--- src/psum_pkg.sv ---
// ---------------------------------------------------------------------------
// psum_pkg: shared types and constants of the prefix sum tree engine
// Holds the index widths, the operation codes and the structs that pass
// between the sequencer, the tree store and the top level.
// ---------------------------------------------------------------------------
package psum_pkg;

    localparam int IDX_W       = 10;
    localparam int CNT_W       = IDX_W + 1;
    localparam int MAX_ENTRIES = 1 << IDX_W;
    localparam int DATA_W      = 64;
    localparam int FUNC_W      = 3;

    localparam logic [FUNC_W-1:0] FUNC_POINT_ADD = 3'd0;
    localparam logic [FUNC_W-1:0] FUNC_PREFIX    = 3'd1;
    localparam logic [FUNC_W-1:0] FUNC_RANGE_SUM = 3'd2;
    localparam logic [FUNC_W-1:0] FUNC_SELECT    = 3'd3;
    localparam logic [FUNC_W-1:0] FUNC_RANGE_ADD = 3'd4;

    typedef struct packed {
        logic [FUNC_W-1:0] func;
        logic [IDX_W-1:0]  lo;
        logic [IDX_W-1:0]  hi;
        logic [DATA_W-1:0] amount;
        logic [DATA_W-1:0] target;
    } cmd_t;

    typedef struct packed {
        logic [DATA_W-1:0] sum;
        logic [CNT_W-1:0]  found;
        logic              status;
    } result_t;

    typedef struct packed {
        logic              rd_en;
        logic [IDX_W-1:0]  rd_addr;
        logic              wr_en;
        logic [IDX_W-1:0]  wr_addr;
        logic [DATA_W-1:0] wr_data;
    } mem_req_t;

endpackage

--- src/psum_alu.sv ---
// ---------------------------------------------------------------------------
// psum_alu: shared 64-bit add/subtract unit
// Adds or subtracts two signed words on a 65-bit path and reports whether
// the first operand is greater than the second when subtracting.
// ---------------------------------------------------------------------------
module psum_alu
    import psum_pkg::*;
(
    input  logic [DATA_W-1:0] a,
    input  logic [DATA_W-1:0] b,
    input  logic              sub,
    output logic [DATA_W-1:0] sum,
    output logic              gt
);

    logic [DATA_W:0] a_ext;
    logic [DATA_W:0] b_ext;
    logic [DATA_W:0] sum_ext;

    always_comb begin
        a_ext   = {a[DATA_W-1], a};
        b_ext   = sub ? ~{b[DATA_W-1], b} : {b[DATA_W-1], b};
        sum_ext = a_ext + b_ext + {{DATA_W{1'b0}}, sub};
        sum     = sum_ext[DATA_W-1:0];
        gt      = !sum_ext[DATA_W] && (sum_ext != '0);
    end

endmodule

--- src/psum_engine.sv ---
// ---------------------------------------------------------------------------
// psum_engine: tree walk sequencer
// Walks the update, query and descent paths of the binary indexed tree one
// node at a time, driving the node memory and the shared add/subtract unit.
// ---------------------------------------------------------------------------
module psum_engine
    import psum_pkg::*;
(
    input  logic              aclk,
    input  logic              aresetn,
    input  logic              start,
    input  cmd_t              cmd,
    input  logic [IDX_W-1:0]  m,
    input  logic              out_free,
    input  logic [DATA_W-1:0] rd_data,
    output logic              idle,
    output mem_req_t          mem_req,
    output logic              res_valid,
    output result_t           res
);

    localparam logic [1:0] ST_IDLE = 2'd0;
    localparam logic [1:0] ST_RD   = 2'd1;
    localparam logic [1:0] ST_EX   = 2'd2;
    localparam logic [1:0] ST_DONE = 2'd3;

    logic [1:0]        state_reg,  state_next;
    logic [FUNC_W-1:0] func_reg,   func_next;
    logic [IDX_W-1:0]  lo_reg,     lo_next;
    logic [IDX_W-1:0]  hi_reg,     hi_next;
    logic [DATA_W-1:0] amt_reg,    amt_next;
    logic [DATA_W-1:0] k_reg,      k_next;
    logic [DATA_W-1:0] acc_reg,    acc_next;
    logic [CNT_W-1:0]  idx_reg,    idx_next;
    logic [IDX_W-1:0]  p_reg,      p_next;
    logic [IDX_W-1:0]  pos_reg,    pos_next;
    logic              phase_reg,  phase_next;
    logic              status_reg, status_next;

    logic              lo_ok;
    logic              hi_ok;
    logic              idx_valid;
    logic [CNT_W-1:0]  lowbit;
    logic [IDX_W-1:0]  q;
    logic              is_add;
    logic              is_pfx;
    logic [DATA_W-1:0] alu_a;
    logic [DATA_W-1:0] alu_b;
    logic              alu_sub;
    logic [DATA_W-1:0] alu_sum;
    logic              alu_gt;

    psum_alu u_alu (
        .a   (alu_a),
        .b   (alu_b),
        .sub (alu_sub),
        .sum (alu_sum),
        .gt  (alu_gt)
    );

    always_comb begin
        lo_ok     = (cmd.lo != '0) && (cmd.lo <= m);
        hi_ok     = (cmd.hi != '0) && (cmd.hi <= m);
        idx_valid = (idx_reg != '0) && (idx_reg <= {1'b0, m});
        lowbit    = idx_reg & (~idx_reg + CNT_W'(1));
        q         = pos_reg + p_reg;
        is_add    = (func_reg == FUNC_POINT_ADD) || (func_reg == FUNC_RANGE_ADD);
        is_pfx    = (func_reg == FUNC_PREFIX) || (func_reg == FUNC_RANGE_SUM);
        alu_a     = is_add ? rd_data : (is_pfx ? acc_reg : k_reg);
        alu_b     = is_add ? amt_reg : rd_data;
        alu_sub   = (func_reg == FUNC_SELECT) ? 1'b1 : phase_reg;
    end

    always_comb begin
        state_next  = state_reg;
        func_next   = func_reg;
        lo_next     = lo_reg;
        hi_next     = hi_reg;
        amt_next    = amt_reg;
        k_next      = k_reg;
        acc_next    = acc_reg;
        idx_next    = idx_reg;
        p_next      = p_reg;
        pos_next    = pos_reg;
        phase_next  = phase_reg;
        status_next = status_reg;
        mem_req     = '0;
        res_valid   = 1'b0;

        case (state_reg)
            ST_IDLE: begin
                if (start) begin
                    func_next   = cmd.func;
                    lo_next     = cmd.lo;
                    hi_next     = cmd.hi;
                    amt_next    = cmd.amount;
                    k_next      = cmd.target;
                    acc_next    = '0;
                    phase_next  = 1'b0;
                    pos_next    = '0;
                    p_next      = IDX_W'(MAX_ENTRIES / 2);
                    idx_next    = {1'b0, cmd.lo};
                    status_next = 1'b0;
                    case (cmd.func)
                        FUNC_POINT_ADD: status_next = !lo_ok;
                        FUNC_PREFIX: begin
                            status_next = !hi_ok;
                            idx_next    = {1'b0, cmd.hi};
                        end
                        FUNC_RANGE_SUM: begin
                            status_next = !(lo_ok && hi_ok);
                            idx_next    = {1'b0, cmd.hi};
                        end
                        FUNC_SELECT:    status_next = 1'b0;
                        FUNC_RANGE_ADD: status_next = !(lo_ok && hi_ok);
                        default:        status_next = 1'b1;
                    endcase
                    state_next = status_next ? ST_DONE : ST_RD;
                end
            end
            ST_RD: begin
                if (is_add) begin
                    if (idx_valid) begin
                        mem_req.rd_en   = 1'b1;
                        mem_req.rd_addr = idx_reg[IDX_W-1:0];
                        state_next      = ST_EX;
                    end else if ((func_reg == FUNC_RANGE_ADD) && !phase_reg) begin
                        phase_next = 1'b1;
                        idx_next   = {1'b0, hi_reg} + CNT_W'(1);
                    end else begin
                        state_next = ST_DONE;
                    end
                end else if (is_pfx) begin
                    if (idx_reg != '0) begin
                        mem_req.rd_en   = 1'b1;
                        mem_req.rd_addr = idx_reg[IDX_W-1:0];
                        state_next      = ST_EX;
                    end else if ((func_reg == FUNC_RANGE_SUM) && !phase_reg) begin
                        phase_next = 1'b1;
                        idx_next   = {1'b0, lo_reg - 1'b1};
                    end else begin
                        state_next = ST_DONE;
                    end
                end else begin
                    if (p_reg == '0) begin
                        state_next = ST_DONE;
                    end else if (q <= m) begin
                        mem_req.rd_en   = 1'b1;
                        mem_req.rd_addr = q;
                        state_next      = ST_EX;
                    end else begin
                        p_next = p_reg >> 1;
                    end
                end
            end
            ST_EX: begin
                state_next = ST_RD;
                if (is_add) begin
                    mem_req.wr_en   = 1'b1;
                    mem_req.wr_addr = idx_reg[IDX_W-1:0];
                    mem_req.wr_data = alu_sum;
                    idx_next        = idx_reg + lowbit;
                end else if (is_pfx) begin
                    acc_next = alu_sum;
                    idx_next = idx_reg & (idx_reg - CNT_W'(1));
                end else begin
                    if (alu_gt) begin
                        k_next   = alu_sum;
                        pos_next = q;
                    end
                    p_next = p_reg >> 1;
                end
            end
            ST_DONE: begin
                res_valid = out_free;
                if (out_free) begin
                    state_next = ST_IDLE;
                end
            end
            default: state_next = ST_IDLE;
        endcase
    end

    always_comb begin
        res.sum    = acc_reg;
        res.found  = ((func_reg == FUNC_SELECT) && !status_reg) ?
                     ({1'b0, pos_reg} + CNT_W'(1)) : '0;
        res.status = status_reg;
    end

    assign idle = (state_reg == ST_IDLE);

    always_ff @(posedge aclk) begin
        if (!aresetn) begin
            state_reg <= ST_IDLE;
        end else begin
            state_reg <= state_next;
        end
    end

    always_ff @(posedge aclk) begin
        func_reg   <= func_next;
        lo_reg     <= lo_next;
        hi_reg     <= hi_next;
        amt_reg    <= amt_next;
        k_reg      <= k_next;
        acc_reg    <= acc_next;
        idx_reg    <= idx_next;
        p_reg      <= p_next;
        pos_reg    <= pos_next;
        phase_reg  <= phase_next;
        status_reg <= status_next;
    end

    // Node zero is never touched by any tree walk.
    assert property (@(posedge aclk) disable iff (!aresetn)
        mem_req.rd_en |-> mem_req.rd_addr != '0)
        else $error("read of tree node zero");

    assert property (@(posedge aclk) disable iff (!aresetn)
        mem_req.wr_en |-> (state_reg == ST_EX) && is_add && idx_valid)
        else $error("tree write outside an update step");

    assert property (@(posedge aclk) disable iff (!aresetn)
        (res_valid && res.status) |-> (res.sum == '0) && (res.found == '0))
        else $error("ignored word carries a nonzero result");

    assert property (@(posedge aclk) disable iff (!aresetn)
        (state_reg == ST_EX) |-> $past(mem_req.rd_en))
        else $error("execute step without a preceding read");

endmodule

--- config.mk ---
export PLATFORM = sky130hd
export DESIGN_NAME = psum_engine
export DESIGN_NICKNAME = d
export VERILOG_FILES = /design/src/psum_pkg.sv /design/src/psum_alu.sv /design/src/psum_engine.sv
export SDC_FILE = /design/constraint.sdc
export NUM_CORES = 1
export LEC_CHECK = 0
export BUFFER_PORTS_ARGS = -buffer_cell sky130_fd_sc_hd__buf_2
export CAP_MARGIN = 15
export CORE_MARGIN = 10
export CORE_UTILIZATION = 45
export DETAILED_ROUTE_END_ITERATION = 6
export PLACE_DENSITY = 0.68
export SYNTH_ARGS = -nofsm -noshare
export SYNTH_HDL_FRONTEND = slang
export SYNTH_SLANG_ARGS = --single-unit
--- constraint.sdc ---
create_clock -name aclk -period 10.71 [get_ports aclk]
set_input_delay 0.5355 -clock aclk [delete_from_list [all_inputs] [get_ports aclk]]
set_output_delay 0.5355 -clock aclk [all_outputs]
set_load 0.005 [all_outputs]
Word-level counts from Yosys, hierarchy flattened
Index checks and enable logic that the tools add are counted.
{"block": "word_totals", "regBits": 250, "output_inout_bits": 164}
{"block": "op_classes", "add_sub_neg": 9, "n_lt_le_gt_ge": 4, "n_eq_ne": 30, "mux": 72, "n_bitwise": 4, "n_reduce_logical": 36}
{"op": "$mux W64", "count": 10}
{"op": "$pmux W64 S2", "count": 2}
{"op": "$mux W11", "count": 17}
{"op": "$mux W75", "count": 2}
{"op": "$mux W10", "count": 12}
{"op": "$add A65 B1 Y65", "count": 1}
{"op": "$add A65 B65 Y65", "count": 1}
{"op": "$mux W65", "count": 1}
{"op": "$not A65 Y65", "count": 1}
{"op": "$reduce_bool A65 Y1", "count": 1}
{"op": "$pmux W11 S3", "count": 1}
{"op": "$le A10 B10 Y1", "count": 3}
{"op": "$pmux W10 S3", "count": 1}
{"op": "$add A10 B1 Y11 const B", "count": 2}
{"op": "$and A11 B11 Y11", "count": 2}
{"op": "$mux W2", "count": 11}
{"op": "$ne A2 B2 Y1 const B", "count": 10}
{"op": "$pmux W10 S2", "count": 1}
{"op": "$reduce_bool A10 Y1", "count": 2}
{"op": "$ne A3 B3 Y1 const B", "count": 6}
{"op": "$reduce_and A8 Y1", "count": 2}
{"op": "$eq A3 B2 Y1 const B", "count": 4}
{"op": "$add A11 B1 Y11 const B", "count": 1}
{"op": "$add A11 B11 Y11", "count": 1}
{"op": "29 further kinds", "count": 60}

Depth between registers and ports, before layout
Gate-level depths: netlist of run 1.
{"block": "depth", "depth_word": 13, "depth_mapped": 23, "mapped_depth_nobuf": 20}

By module
Synthesis of run 1 repeated with hierarchy kept, for this count alone.
{"block": "unflattened", "hier_cells": 2433, "hier_area_um2": 20537.2}
{"mod": "psum_engine", "instances": 1, "cells_each": 1638, "area_each_um2": 15183.3}
{"mod": "psum_alu", "instances": 1, "cells_each": 795, "area_each_um2": 5353.9}

Worst setup path before layout of run 1
Ideal clock, no wire load.
{"block": "synth_timing", "kind": "register to register", "from": "reg func_reg[1]", "to": "reg k_reg[0] (enable)", "arrival_time_ns": 8.670, "required_ns": 10.160, "setup_slack_ns": 1.490, "path_stages_with_launch": 22, "period_less_slack_ns": 9.220, "cell_sequence": "edfxtp_1 -> buf_6 -> clkbuf_1 -> a21oi_1 -> clkbuf_1 -> clkbuf_1 -> mux2i_1 -> o21ai_0 -> ha_1 -> a21oi_1 -> o21ai_0 -> nand2_1 -> o2111ai_1 -> a311o_1 -> a31oi_1 -> o31ai_1 -> a31oi_1 -> nor2_1 -> a221o_1 -> xor2_1 -> inv_1 -> a31oi_1"}
{"block": "synth_via", "elab_chain_cells": 11, "elab_cells_between_ends": 22, "cone_classes": "add/sub (2); eq/ne (7); mux (5); bitwise (1); reduce/logical (7)"}
{"element": "start, declared", "line_no": "psum_engine.sv:28", "text": "logic [FUNC_W-1:0] func_reg, func_next;"}
{"element": "start signal, assigned", "line_no": "psum_engine.sv:202", "text": "func_reg <= func_next;"}
{"element": "$eq A3 B3 Y1 or $logic_not A3 Y1 (tied branches)", "line_no": "psum_engine.sv:67", "text": "is_add = (func_reg == FUNC_POINT_ADD) || (func_reg == FUNC_RANGE_ADD);"}
{"element": "$logic_or A1 B1 Y1", "line_no": "psum_engine.sv:67"}
{"element": "$mux W64", "line_no": "psum_engine.sv:70", "text": "alu_b = is_add ? amt_reg : rd_data;"}
{"element": "$not A65 Y65", "line_no": "psum_alu.sv:22", "text": "b_ext = sub ? ~{b[DATA_W-1], b} : {b[DATA_W-1], b};"}
{"element": "$mux W65", "line_no": "psum_alu.sv:22"}
{"element": "$add A65 B65 Y65", "line_no": "psum_alu.sv:23", "text": "sum_ext = a_ext + b_ext + {{DATA_W{1'b0}}, sub};"}
{"element": "$add A65 B1 Y65", "line_no": "psum_alu.sv:23"}
{"element": "$reduce_bool A65 Y1 or $logic_not A1 Y1 (tied branches)", "line_no": "psum_alu.sv:25", "text": "gt = !sum_ext[DATA_W] && (sum_ext != '0);"}
{"element": "$logic_and A1 B1 Y1", "line_no": "psum_alu.sv:25"}
{"element": "$ne A2 B2 Y1 (no source line)"}
{"element": "$reduce_and A5 Y1 (no source line) (*)"}
{"element": "end signal, assigned", "line_no": "psum_engine.sv:206", "text": "k_reg <= k_next;"}
{"element": "end, declared", "line_no": "psum_engine.sv:32", "text": "logic [DATA_W-1:0] k_reg, k_next;"}
Mark *: on every way between the ends. The rest lies on a longest branch, timed or not.
A chain may end at the register's enable or synchronous reset.

Final worst setup path of run 1
{"block": "layout_timing", "from": "reg func_reg[1]", "to": "reg k_reg[13] (enable)"}
The elaborated chain is that of the path after synthesis.

==> metrics.md, run 1 <==
| Metric | Value |
|---|---|
| Residual DRC count | `0` |
| Synth-to-layout area growth | `17.17%` |
| Worst Tran Pin Value | `1.211 ns` |
| Setup TNS Final | `0 ns` |
| Post-route minimum period | `8.054 ns` |
| Dpl hpwl | `roughly 54 mm` |
| I/O pin cnt | `393` |
| Starting density of the core | `45.52%` |
| Mux share of post-synthesis cell area | `7.067%` |
| Die span in x | `226.2 µm` |
| Vias in the first global route | `approximately 17000` |
| CP arrival | `8.18 ns` |
| Compound-Gate Fraction of Synth Area | `18.14%` |
| Final Slew Violations | `0` |
| Layout Nets | `2731` |
| GRT Total Usage | `between 20% and 30%` |
| Synth cell types | `88` |
| Register bit total from synthesis | `250` |
| TritonCTS clock tree | `built` |
| Sequential area share after synthesis | `between 30% and 40%` |
| HP Class | `input pin to register` |
| Final Hold Violating Endpoints | `0` |
| Placed insts | `2888` |
| CP Launch Type | `register` |
| Asr flop ratio synth | `0%` |
| WL/cell | `23.58 µm` |
| XOR/XNOR Fraction of Synth Area | `slightly above 7%` |
| Tcrit/Tclk final | `75.20%` |
| Synthesized area per cell | `9.322 µm²` |
| PortBufs | `approximately 390` |
| # resized after CTS | `0` |
| Class of the most critical setup path | `register to register` |
| Post-route ant nets | `0` |
| Non-Filler Instances | `2943` |
| Via Count | `17244` |
| Initial antenna violation count | `4` |
| First-pass GRT wire length | `103.3 mm` |
| Initial drt markers | `1434` |
| WP data required | `10.84 ns` |
| CTS Hold Bufs | `0` |
| Die Area | `51180 µm²` |
| RSZ-0062 raised after global routing | `no` |
| Routability cong. | `0.9552` |
| Top_reg_cell synth | `edfxtp_1` |
| CTS Buf Count | `29` |
| Status | `finished clean` |
| Warnings, synthesis | `0` |
| Mapped Area | `19140 µm²` |
| Layout cells sized above 1 | `20.45%` |
| Synth Area in Simple Gates | `15.81%` |
| CP max FO | `193` |
| Max Root-Sink Buffers | `3` |
| Fin Clk Skew | `0.02139 ns` |
| Fmax | `124.2 MHz` |
| Synthesized-area fraction occupied by adder cells | `between 8 and 9%` |
| Core box area | `42040 µm²` |
| CP Capture Type | `register` |
| 1st-pass router iterations | `6` |
| H-tree depth | `1` |
| Vias per cell | `5.859` |
| Number of synthesized flops with an enable pin | `248` |
| Setup bufs post-CTS | `0` |
| Largest family of logic cells by synthesized area | `compound AO/OA/AOI/OAI gates` |
| Net Count, Synth | `approximately 2400` |
| Clk sinks | `between 200 and 300` |
| DIE HEIGHT | `between 200 and 250 µm` |
| Clk_lat worst skew | `0.57 ns` |
| Std-Cell Rows | `75` |
| Clock root buffer | `clkbuf_16` |
| Slew margin rel. | `roughly a fifth` |
| Final setup vio count | `0` |
| Total wire length | `between 60 and 70 mm` |
| Max Cap Viol | `0` |
| GR Overflow Total | `0` |
| Clock-pin slew on the worst setup and hold paths | `0.06 ns` |
| Post-synthesis cell count | `2053` |
| Largest net degree at the start of global routing | `about 190` |
## layout make-up
class                           count  area (µm²)
Clock inverter                     18       188.9
Clock buffer                       34       744.5
Fill cell                        3902       19620
Timing Repair Buffer              406        2079
Sequential cell                   250        7487
Tap cell                          539       674.4
Multi-Input combinational cell   1588       10850
Antenna cell                        3       7.507
Inverter                          105       394.1
## cell usage after synthesis, types with 58 or more instances
cell type    n  area, µm²
a21o_1     100      750.7
a21oi_1    128      640.6
clkbuf_1    89      334.1
edfxtp_1   248       7447
ha_1       120       1501
inv_1      105      394.1
mux2i_1    134       1341
nand2_1    237      889.6
nor2_1     155      581.8
o21ai_0    145      725.7
xnor2_1     58      508.0
xor2_1     101      884.6
## cells in the final DEF (no fill, tap or decap), types with 16 or more instances in the layout
master	count
buf_2	392
edfxtp_1	248
nand2_1	237
nor2_1	152
o21ai_0	145
mux2i_1	134
a21oi_1	127
ha_1	119
inv_1	104
xor2_1	101
a21o_1	100
xnor2_1	58
and2_1	38
nand4_1	31
nand3_1	30
clkbuf_16	29
nor3_1	28
o21a_1	23
nor2b_1	19
nand2b_1	16
or4_1	16
## worst max-delay path, cell delays in order, from the launching register on
cell,delay [ns]
edfxtp_1,0.66
nor2_4,0.58
buf_12,0.70
mux2i_1,0.30
xor2_1,0.18
ha_1,0.37
a21oi_1,0.36
o21ai_0,0.25
nor3_1,0.26
a21boi_0,0.55
o211ai_1,0.21
a41oi_1,0.35
o21ai_0,0.22
xor2_1,0.25
or4_1,0.61
nor4_1,0.24
nand4_1,0.14
nor4_1,0.52
a31oi_4,0.13
buf_4,0.38
## cell families (layout without fill, tap and decap cells)
group / count (synthesis) / in the layout
adder cells (fa/ha/maj): 122 / 122
AND/OR/NAND/NOR: 638 / 638
flip-flops: 250 / 250
multiplexers: 135 / 135
other: 0 / 3
AO/OA/AOI/OAI: 534 / 534
buffers and inverters: 215 / 563
XOR/XNOR: 159 / 159
## routing by layer
layer	part of all wire, %	up-vias	global-route usage [%]
li1	-	8116	-
met1	42	8289	33.02
met2	48	718	44.23
met3	7.7	117	5.072
met4	2.5	4	6.276
met5	0.035	-	0
## worst paths after layout
| path | from | to | slack (ns) | cells past startpoint |
|---|---|---|---|---|
| worst min-delay path | cmd[73] | amt_reg[9]$_DFFE_PP_ | 0.14 | 1 |
| worst min register to register | state_reg[0]$_SDFFE_PN0P_ | state_reg[0]$_SDFFE_PN0P_ | 0.63 | 2 |
| worst max-delay path | func_reg[1]$_DFFE_PP_ | k_reg[13]$_DFFE_PP_ | 2.66 | 19 |
| worst max register to register | func_reg[1]$_DFFE_PP_ | k_reg[13]$_DFFE_PP_ | 2.66 | 19 |
## stage by stage
step	utilization [%]	hold slack (ns)	setup slack, ns	area (µm²)
floorplan	-	0.5066	1.490	19140
global placement	51.10	0.5359	3.071	21480
detailed placement	51.10	0.6174	3.003	21480
CTS	53.32	0.1208	2.914	22420
global route	53.32	0.1171	2.123	22420
finish	53.34	0.1387	2.656	22430
Power of run 1 is not shown: default switching activity piles up to over one toggle a cycle in this logic, so the estimate is an artifact.
==> run 2: changes to the inputs <==
==> constraint.sdc (replaced) <==
create_clock -name aclk -period 8.1 [get_ports aclk]
set_input_delay 0.405 -clock aclk [delete_from_list [all_inputs] [get_ports aclk]]
set_output_delay 0.405 -clock aclk [all_outputs]
set_load 0.005 [all_outputs]
==> run 2 against run 1 <==
Effect of this change: critical path depth grew 2; via count rose by 1.5%; clock skew rose by 0.0017 ns; global-route usage increased by 0.47 points; first-iteration DRC count grew 25%; clock-buffer cell count fell by 4.
==> metrics.md, run 2 (synthesis gave the netlist of run 1 again) <==
| Metric | Value |
|---|---|
| Status | `finished clean` |
| # resized after CTS | `0` |
| Slew margin rel. | `24.80%` |
| Fmax | `around 130 MHz` |
| I/O pin cnt | `393` |
| Die Area | `51180 µm²` |
| Final setup vio count | `0` |
| TritonCTS clock tree | `built` |
| Initial drt markers | `1795` |
| Starting density of the core | `45.52%` |
| Class of the most critical setup path | `register to register` |
| Initial antenna violation count | `7` |
| Worst Tran Pin Value | `1.124 ns` |
| Fin Clk Skew | `0.02309 ns` |
| Crit-path leading delay family | `simple AND/OR/NAND/NOR gates` |
| Post-route minimum period | `7.697 ns` |
| CP bufs+invs | `3` |
| Non-Filler Instances | `2992` |
| Setup bufs post-CTS | `0` |
| Dpl cell area | `21570 µm²` |
| CP Capture Type | `register` |
| Clk_lat worst skew | `0.57 ns` |
| WL/cell | `23.49 µm` |
| Layout cells sized above 1 | `20.47%` |
| Synth-to-layout area growth | `20.20%` |
| GR Overflow Total | `0` |
| Total wire length | `70.28 mm` |
| Dpl hpwl | `55.15 mm` |
| Fin util | `54.72%` |
| Most frequent cells in the layout | `392 x buf_2, 248 x edfxtp_1, 237 x nand2_1` |
| HP Class | `input pin to register` |
| RSZ-0062 raised after global routing | `no` |
| Vias in the first global route | `17433` |
| Routability cong. | `0.9761` |
| Final Slew Violations | `0` |
| Crit path largest cell delay | `0.65 ns` |
| Max Root-Sink Buffers | `3` |
| Post-route cell area | `23000 µm²` |
| Std-Cell Rows | `75` |
| Clk sinks | `250` |
| CP arrival | `roughly 8.0 ns` |
| Setup TNS Final | `0 ns` |
| Layout Nets | `between 2000 and 3000` |
| Residual DRC count | `0` |
| H-tree depth | `1` |
| Clock root buffer | `clkbuf_16` |
| Worst path cell trace | `nand2_1, nor2_1, nor2_4, buf_4, xor2_1, ha_1, a21oi_1, o21ai_0, nor3_1, a21boi_0, o211ai_1, a41oi_1, o21ai_0, xor2_1, or4_1, nor4_1, nand4_1, nor4_1, a31oi_4, buf_16, buf_12` |
| Clock-pin slew on the worst setup and hold paths | `0.06 ns` |
| PortBufs | `approximately 390` |
| WP data required | `8.36 ns` |
| Die span in x | `226.2 µm` |
| Vias per cell | `5.851` |
| Via Count | `17507` |
| Max Cap Viol | `0` |
| GRT Total Usage | `26.40%` |
| Placed insts | `a little under 3000` |
| Commonest non-fill, non-tap cell in the layout | `buf_2` |
| Largest net degree at the start of global routing | `80` |
| CP Launch Type | `register` |
| CP max-delay cell | `edfxtp_1` |
| DIE HEIGHT | `226.2 µm` |
| CTS Buf Count | `29` |
| First-pass GRT wire length | `between 100 and 150 mm` |
| CP max FO | `47` |
| 1st-pass router iterations | `6` |
| Tcrit/Tclk final | `95.03%` |
| Core box area | `42040 µm²` |
| Post-route ant nets | `0` |
| Final Hold Violating Endpoints | `0` |
-- run 2: path summary, 6_finish.rpt --
kind | slack, ns | depth (start not counted) | startpoint | endpoint
worst max-delay path | 0.40 | 21 | func_reg[1]$_DFFE_PP_ | k_reg[11]$_DFFE_PP_
worst min-delay path | 0.02 | 1 | cmd[111] | amt_reg[47]$_DFFE_PP_
worst max register to register | 0.40 | 21 | func_reg[1]$_DFFE_PP_ | k_reg[11]$_DFFE_PP_
worst min register to register | 0.58 | 2 | state_reg[0]$_SDFFE_PN0P_ | state_reg[0]$_SDFFE_PN0P_
-- run 2: layer usage --
metal	up-vias	wire, µm	global-route usage [%]
met1	8373	28720	33.55
met4	4	1881	7.076
met3	119	5922	5.202
met5	-	27	0
met2	812	33730	44.79
li1	8199	-	-
-- run 2: cell type report --
class | count | area [µm²]
diodes | 5 | 12.51
clock buffers | 30 | 729.5
clock inverters | 21 | 260.3
fillers | 3880 | 19040
inverters | 105 | 394.1
multi-input cells | 1588 | 10850
flip-flops and latches | 250 | 7487
well taps | 539 | 674.4
repair buffers | 454 | 2597
-- run 2: metrics by stage --
stage               hold WS [ns]  setup slack [ns]
finish                   0.02354            0.4026
global route            0.005905           0.03998
CTS                   0.00007200            0.4421
detailed placement        0.5508            0.4847
global placement          0.5356            0.5424
floorplan                 0.5039            0.5341
-- run 2: what timing repair did --
action | CTS | global route
hold buffers | 40 | 0
hold endpoints to repair | 40 | 0
setup endpoints to repair | 0 | 0
Power of run 2 is left out for the same reason.
